--- src/rtl/core/lsd_radix_sort_24bit_keys_top_defines.svh ---
// Assertion macros shared by the radix sorter modules.
`ifndef LSD_RADIX_SORT_24BIT_KEYS_TOP_DEFINES_SVH
`define LSD_RADIX_SORT_24BIT_KEYS_TOP_DEFINES_SVH
`ifndef NO_ASSERTIONS
`define LRS_ASSERT_IMP(lbl, ante, cons, msg) \
    lbl: assert property (@(posedge i_clk) disable iff (!i_rst_n) (ante) |-> (cons)) \
        else $error(msg);
`define LRS_ASSERT_NXT(lbl, ante, cons, msg) \
    lbl: assert property (@(posedge i_clk) disable iff (!i_rst_n) (ante) |=> (cons)) \
        else $error(msg);
`else
`define LRS_ASSERT_IMP(lbl, ante, cons, msg)
`define LRS_ASSERT_NXT(lbl, ante, cons, msg)
`endif
`endif

--- src/rtl/core/lrs_pkg.sv ---
// Shared types, constants and command codes of the radix sorter.
package lrs_pkg;
    localparam int KEY_W = 24;
    localparam int TAG_W = 10;
    localparam int REC_W = KEY_W + TAG_W;
    localparam int DEF_MAX_ITEMS = 1024;
    localparam int DEF_DIGIT_BITS = 8;
    localparam int DEF_NUM_PASSES = 3;
    localparam int OP_W = 4;

    localparam logic OPC_PUSH = 1'b0;
    localparam logic OPC_POP  = 1'b1;

    localparam logic [OP_W-1:0] CMD_NONE      = 4'd0;
    localparam logic [OP_W-1:0] CMD_PUSH      = 4'd1;
    localparam logic [OP_W-1:0] CMD_POP_START = 4'd2;
    localparam logic [OP_W-1:0] CMD_POP_EMPTY = 4'd3;
    localparam logic [OP_W-1:0] CMD_POP_DONE  = 4'd4;
    localparam logic [OP_W-1:0] CMD_CLR       = 4'd5;
    localparam logic [OP_W-1:0] CMD_CNT_RD    = 4'd6;
    localparam logic [OP_W-1:0] CMD_CNT_HR    = 4'd7;
    localparam logic [OP_W-1:0] CMD_CNT_WR    = 4'd8;
    localparam logic [OP_W-1:0] CMD_PRE_RD    = 4'd9;
    localparam logic [OP_W-1:0] CMD_PRE_WR    = 4'd10;
    localparam logic [OP_W-1:0] CMD_SC_RD     = 4'd11;
    localparam logic [OP_W-1:0] CMD_SC_HR     = 4'd12;
    localparam logic [OP_W-1:0] CMD_SC_WR     = 4'd13;

    typedef struct packed {
        logic              opcode;
        logic [KEY_W-1:0]  sort_key;
        logic [TAG_W-1:0]  record_tag;
        logic              final_record;
    } t_cmd_item;

    typedef struct packed {
        logic [TAG_W-1:0]  out_tag;
        logic [KEY_W-1:0]  out_key;
        logic              out_last;
        logic              out_valid;
    } t_res_item;

    typedef struct packed {
        logic [OP_W-1:0] op;
    } t_dp_cmd;

    typedef struct packed {
        logic idx_last;
        logic bin_last;
        logic pass_last;
        logic pop_avail;
        logic res_free;
    } t_dp_status;
endpackage

--- src/rtl/core/lrs_ctrl.sv ---
// Sequencer of the radix sorter: issues one datapath command per cycle.
`include "lsd_radix_sort_24bit_keys_top_defines.svh"
module lrs_ctrl (
    input  logic                i_clk,
    input  logic                i_rst_n,
    input  logic                i_cmd_valid,
    input  logic                i_opcode,
    input  logic                i_final,
    input  lrs_pkg::t_dp_status i_status,
    output logic                o_cmd_stall,
    output lrs_pkg::t_dp_cmd    o_cmd
);
    localparam logic [3:0] ST_IDLE     = 4'd0;
    localparam logic [3:0] ST_POP_WAIT = 4'd1;
    localparam logic [3:0] ST_CLR      = 4'd2;
    localparam logic [3:0] ST_CNT_RD   = 4'd3;
    localparam logic [3:0] ST_CNT_HR   = 4'd4;
    localparam logic [3:0] ST_CNT_WR   = 4'd5;
    localparam logic [3:0] ST_PRE_RD   = 4'd6;
    localparam logic [3:0] ST_PRE_WR   = 4'd7;
    localparam logic [3:0] ST_SC_RD    = 4'd8;
    localparam logic [3:0] ST_SC_HR    = 4'd9;
    localparam logic [3:0] ST_SC_WR    = 4'd10;

    logic [3:0] r_state;
    logic [3:0] n_state;
    logic       accept;

    assign o_cmd_stall = !((r_state == ST_IDLE) && i_status.res_free);
    assign accept = i_cmd_valid && !o_cmd_stall;

    always_comb begin
        n_state  = r_state;
        o_cmd.op = lrs_pkg::CMD_NONE;
        unique case (r_state)
            ST_IDLE: begin
                if (accept) begin
                    if (i_opcode == lrs_pkg::OPC_PUSH) begin
                        o_cmd.op = lrs_pkg::CMD_PUSH;
                        if (i_final) n_state = ST_CLR;
                    end else if (i_status.pop_avail) begin
                        o_cmd.op = lrs_pkg::CMD_POP_START;
                        n_state  = ST_POP_WAIT;
                    end else begin
                        o_cmd.op = lrs_pkg::CMD_POP_EMPTY;
                    end
                end
            end
            ST_POP_WAIT: begin
                o_cmd.op = lrs_pkg::CMD_POP_DONE;
                n_state  = ST_IDLE;
            end
            ST_CLR: begin
                o_cmd.op = lrs_pkg::CMD_CLR;
                if (i_status.bin_last) n_state = ST_CNT_RD;
            end
            ST_CNT_RD: begin
                o_cmd.op = lrs_pkg::CMD_CNT_RD;
                n_state  = ST_CNT_HR;
            end
            ST_CNT_HR: begin
                o_cmd.op = lrs_pkg::CMD_CNT_HR;
                n_state  = ST_CNT_WR;
            end
            ST_CNT_WR: begin
                o_cmd.op = lrs_pkg::CMD_CNT_WR;
                n_state  = i_status.idx_last ? ST_PRE_RD : ST_CNT_RD;
            end
            ST_PRE_RD: begin
                o_cmd.op = lrs_pkg::CMD_PRE_RD;
                n_state  = ST_PRE_WR;
            end
            ST_PRE_WR: begin
                o_cmd.op = lrs_pkg::CMD_PRE_WR;
                n_state  = i_status.bin_last ? ST_SC_RD : ST_PRE_RD;
            end
            ST_SC_RD: begin
                o_cmd.op = lrs_pkg::CMD_SC_RD;
                n_state  = ST_SC_HR;
            end
            ST_SC_HR: begin
                o_cmd.op = lrs_pkg::CMD_SC_HR;
                n_state  = ST_SC_WR;
            end
            ST_SC_WR: begin
                o_cmd.op = lrs_pkg::CMD_SC_WR;
                if (!i_status.idx_last) begin
                    n_state = ST_SC_RD;
                end else begin
                    n_state = i_status.pass_last ? ST_IDLE : ST_CLR;
                end
            end
            default: begin
                n_state = ST_IDLE;
            end
        endcase
    end

    always_ff @(posedge i_clk) begin
        if (!i_rst_n) begin
            r_state <= ST_IDLE;
        end else begin
            r_state <= n_state;
        end
    end

    `LRS_ASSERT_NXT(a_pop_one_wait, r_state == ST_POP_WAIT, r_state == ST_IDLE,
        "pop read did not return to idle")
    `LRS_ASSERT_IMP(a_busy_stalls, r_state != ST_IDLE, o_cmd_stall,
        "input accepted while sorting")
    `LRS_ASSERT_NXT(a_final_push_sorts, accept && i_opcode == lrs_pkg::OPC_PUSH && i_final,
        r_state == ST_CLR, "final push did not start the sort")
endmodule

--- config.mk ---
export PLATFORM = sky130hd
export DESIGN_NAME = lrs_ctrl
export DESIGN_NICKNAME = d
export VERILOG_FILES = /design/src/rtl/core/lrs_pkg.sv /design/src/rtl/core/lrs_ctrl.sv
export VERILOG_INCLUDE_DIRS = /design/src /design/src/rtl/core
export SDC_FILE = /design/constraint.sdc
export NUM_CORES = 1
export LEC_CHECK = 0
export BUFFER_PORTS_ARGS = -buffer_cell sky130_fd_sc_hd__buf_4
export CAP_MARGIN = 25
export CORE_AREA = 2 2 39 41
export CTS_BUF_LIST = sky130_fd_sc_hd__clkbuf_2 sky130_fd_sc_hd__clkbuf_4 sky130_fd_sc_hd__clkbuf_8
export CTS_CLUSTER_DIAMETER = 50
export DETAILED_ROUTE_END_ITERATION = 10
export DIE_AREA = 0 0 41 43
export HOLD_SLACK_MARGIN = 0.06
export PLACE_DENSITY_LB_ADDON = 0.2
export SKIP_CTS_REPAIR_TIMING = 1
export SLEW_MARGIN = 20
export SYNTH_ARGS = -nofsm -noshare
export SYNTH_HDL_FRONTEND = slang
export SYNTH_SLANG_ARGS = --single-unit
--- constraint.sdc ---
create_clock -name i_clk -period 3.25 [get_ports i_clk]
set_input_delay 0.1625 -clock i_clk [delete_from_list [all_inputs] [get_ports i_clk]]
set_output_delay 0.1625 -clock i_clk [all_outputs]
set_load 0.01 [all_outputs]
==> flow_metrics.py <==
metrics = {
    "global_routing": {
        "grt_max_degree": 18,
        "grt_pass1_wl_um": 1669,
        "antenna_found_initial": 0,
        "number_of_global_route_vias_before_repair": 386,
        "grt.overflow.total": 0,
        "grt.total_usage_pct": 13.65,
    },
    "power": {
        "p_per_area_nw_per_um2": 278.7,
        "leakage_nw": 0.2032,
        "ir_worst_vdd_mv": 0.1936,
    },
    "synthesis": {
        "synth_top_family_by_area": "compound AO/OA/AOI/OAI gates",
        "synth-compound-area-share_pct": 40.90,
        "async_set_or_reset_flop_fraction_in_the_synthesized_netlist_pct": 0,
        "xor_and_xnor_area_share_after_synthesis_pct": 0,
        "ys.flop_type": "sky130_fd_sc_hd__dfxtp_1",
        "synth_simple_gate_area_share_pct": 30.45,
        "synthesis.area_um2": 419.2,
        "synth_seq_cells": 4,
        "synth.yosys.seq_area_share_pct": 19.10,
        "yosys_warnings": 0,
        "post_synth_mux_area_share_pct": 2.388,
        "synth-adder-area-share_pct": 0,
        "synth.avg_cell_area_um2": 7.762,
        "postSynthNetCount": 64,
        "yosysUniqueCellTypes": 32,
        "post_synth_edffs": 0,
        "post_synth_inst_count": 54,
    },
    "clock_network": {
        "clk_pin_slew_worst_paths_ps": 30,
        "cts_buffer_depth": 2,
        "cts_num_sinks": 4,
        "cts_tree": "built",
        "worstSkewPairLatency_ps": 230,
        "htreeDepth": 1,
        "cts-buffers-inserted": 3,
        "cts.root.buffer_cell": "sky130_fd_sc_hd__clkbuf_4",
    },
    "sta": {
        "report.final.hold_viol_count": 0,
        "finalCritPeriodShare_pct": 48.59,
        "fin_worst_hold_slack_ps": 175.3,
        "setup_skew_ps": 0.1578,
        "slew_headroom_pct": 68.01,
        "finalSetupTns_ps": 0,
        "final_max_slew_viol_count": 0,
        "finalWorstPathRequiredPeriod_ps": 1579,
        "setup_viol": 0,
        "worst_pin_slew_ps": 479.2,
        "unrepaired_setup_endpoints_after_global_routing": "false",
        "fmax_ghz": 0.6332,
    },
    "critical_path": {
        "critical_path.endpoint_type": "output pin",
        "worstRegToRegCells": 3,
        "timing.critical_path.from_type": "flop",
        "regToRegSetupSlack_ps": 1890,
        "timing_worst_setup_path_type": "flop to output pin",
        "critical_path.reg2reg.startpoint": "r_state[1]",
        "crit_path_start": "r_state[1]",
        "worst_r2r_endpoint": "r_state[2]",
        "timing.critical_path.required_ps": 3090,
        "crit_fanout": 17,
        "arrival_ps": 1420,
    },
    "place": {
        "port_buffers": 14,
        "dpl_cell_area_um2": 521.8,
        "finalWeightedCongestion": 0.7546,
        "hpwlAfterDp_um": 737.2,
    },
    "outcome": {
        "run_status": "complete, no violations",
    },
    "detailed_routing": {
        "route.antenna.remaining_nets": 0,
        "vias_per_cell": 5.458,
        "detail_route.drc_violations": 0,
        "drt_iter0_markers": 9,
        "drt_pre_antenna_iters": 4,
        "drt-wirelength-per-cell_um": 11.69,
        "route.vias.total": 453,
        "wl_um": 970,
    },
    "layout": {
        "nNetsFinal": 79,
        "fillers": 156,
        "number_of_flip_flops_in_the_largest_register": 4,
        "antenna-diode-count": 0,
        "layout-area-overhead-vs-synth_pct": 29.85,
        "multi_input_area_um2": 309.0,
        "largest_registers": "r_state x4",
        "final_core_utilization_pct": 39.33,
        "layout-drive-gt1-share_pct": 31.34,
        "post-route-cell-area_um2": 544.3,
        "top_register_by_number_of_flip_flops": "r_state",
        "seqCellArea_um2": 80.08,
    },
    "min_path": {
        "min_delay_path_depth": 2,
        "hold_end": "r_state[1]",
        "holdCritStartpoint": "i_rst_n",
        "hp-class": "primary input to flop",
    },
    "die": {
        "core_area_um2": 1384,
        "die_area_um2": 1763,
        "io_pins": 15,
        "fp.dieH_um": 43,
        "floorplan.die.width_um": 41,
        "initial_core_util_pct": 30.29,
        "row_count": 14,
    },
    "run": {
        "maxCapViolCount": 0,
    },
}
==> routing by layer <==
layer,wire (um),GRT usage (%)
met5,0,0
met1,485,20.90
met2,410,16.56
met3,56,3.141
met4,17,8.000
==> power breakdown <==
part	leakage, nW	switching [W]	total, W	internal, W
Sequential	0.0323	0.00000390	0.0000543	0.0000504
Combinational	0.157	0.0000165	0.0000376	0.0000211
Clock	0.0138	0.0000186	0.0000598	0.0000412
Total	0.203	0.0000390	0.000152	0.000113
==> logic make-up after synthesis <==
logic type	after synthesis
flip-flops	4
multiplexers	1
buffers and inverters	6
AO/OA/AOI/OAI	21
AND/OR/NAND/NOR	22
==> critical path: stages (launching register included) <==
cell,delay [ps]
sky130_fd_sc_hd__dfxtp_1,610
sky130_fd_sc_hd__nor2_1,180
sky130_fd_sc_hd__a32o_1,260
sky130_fd_sc_hd__buf_4,140
==> cell type report <==
class                           instances  area share [%]
Clock buffer                            3           4.138
Inverter                                2           1.379
Multi-Input combinational cell         44           56.78
Sequential cell                         4           14.71
Tap cell                               16           3.678
Timing Repair Buffer                   14           19.31
==> cells in the mapped netlist, drive strengths merged (2+ instances only) <==
library cell | instances | area share, %
nor3 | 2 | 2.4
inv | 2 | 1.8
nand3 | 2 | 2.4
nand2b | 4 | 6.0
nand2 | 5 | 4.5
nor2 | 3 | 2.7
dfxtp | 4 | 19
a211oi | 3 | 7.8
a21oi | 4 | 4.8
buf | 4 | 5.4
o21ai | 2 | 2.4
==> cells in the final DEF, fill, tap and decap left out, types with 2 or more instances in the layout <==
| cell | instances |
|---|---|
| sky130_fd_sc_hd__buf_4 | 14 |
| sky130_fd_sc_hd__nand2_1 | 5 |
| sky130_fd_sc_hd__a21oi_1 | 4 |
| sky130_fd_sc_hd__nand2b_1 | 4 |
| sky130_fd_sc_hd__dfxtp_1 | 4 |
| sky130_fd_sc_hd__nor2_1 | 3 |
| sky130_fd_sc_hd__clkbuf_4 | 3 |
| sky130_fd_sc_hd__nand3_1 | 2 |
| sky130_fd_sc_hd__inv_1 | 2 |
| sky130_fd_sc_hd__o21ai_0 | 2 |
| sky130_fd_sc_hd__a211oi_2 | 2 |
| sky130_fd_sc_hd__nor3_1 | 2 |
==> worst max path at each step <==
stage | endpoint | cells past startpoint
after global placement | r_state[2] | 3
after CTS | o_cmd[1] | 3
after global routing | o_cmd[2] | 4
final | o_cmd[1] | 3
after detailed placement | r_state[2] | 3
after floorplan | o_cmd[2] | 3
==> stage by stage <==
stage	setup WS [ps]	total power, W	cells
final	1671	0.0001517	83
after global placement	1821	0.00009330	80
after floorplan	2078	0.00007430	54
after CTS	1648	0.0001552	83
after global routing	1515	0.0001629	83
after detailed placement	1897	0.00009285	80
Note: power is estimated with default switching activity, not from simulation.
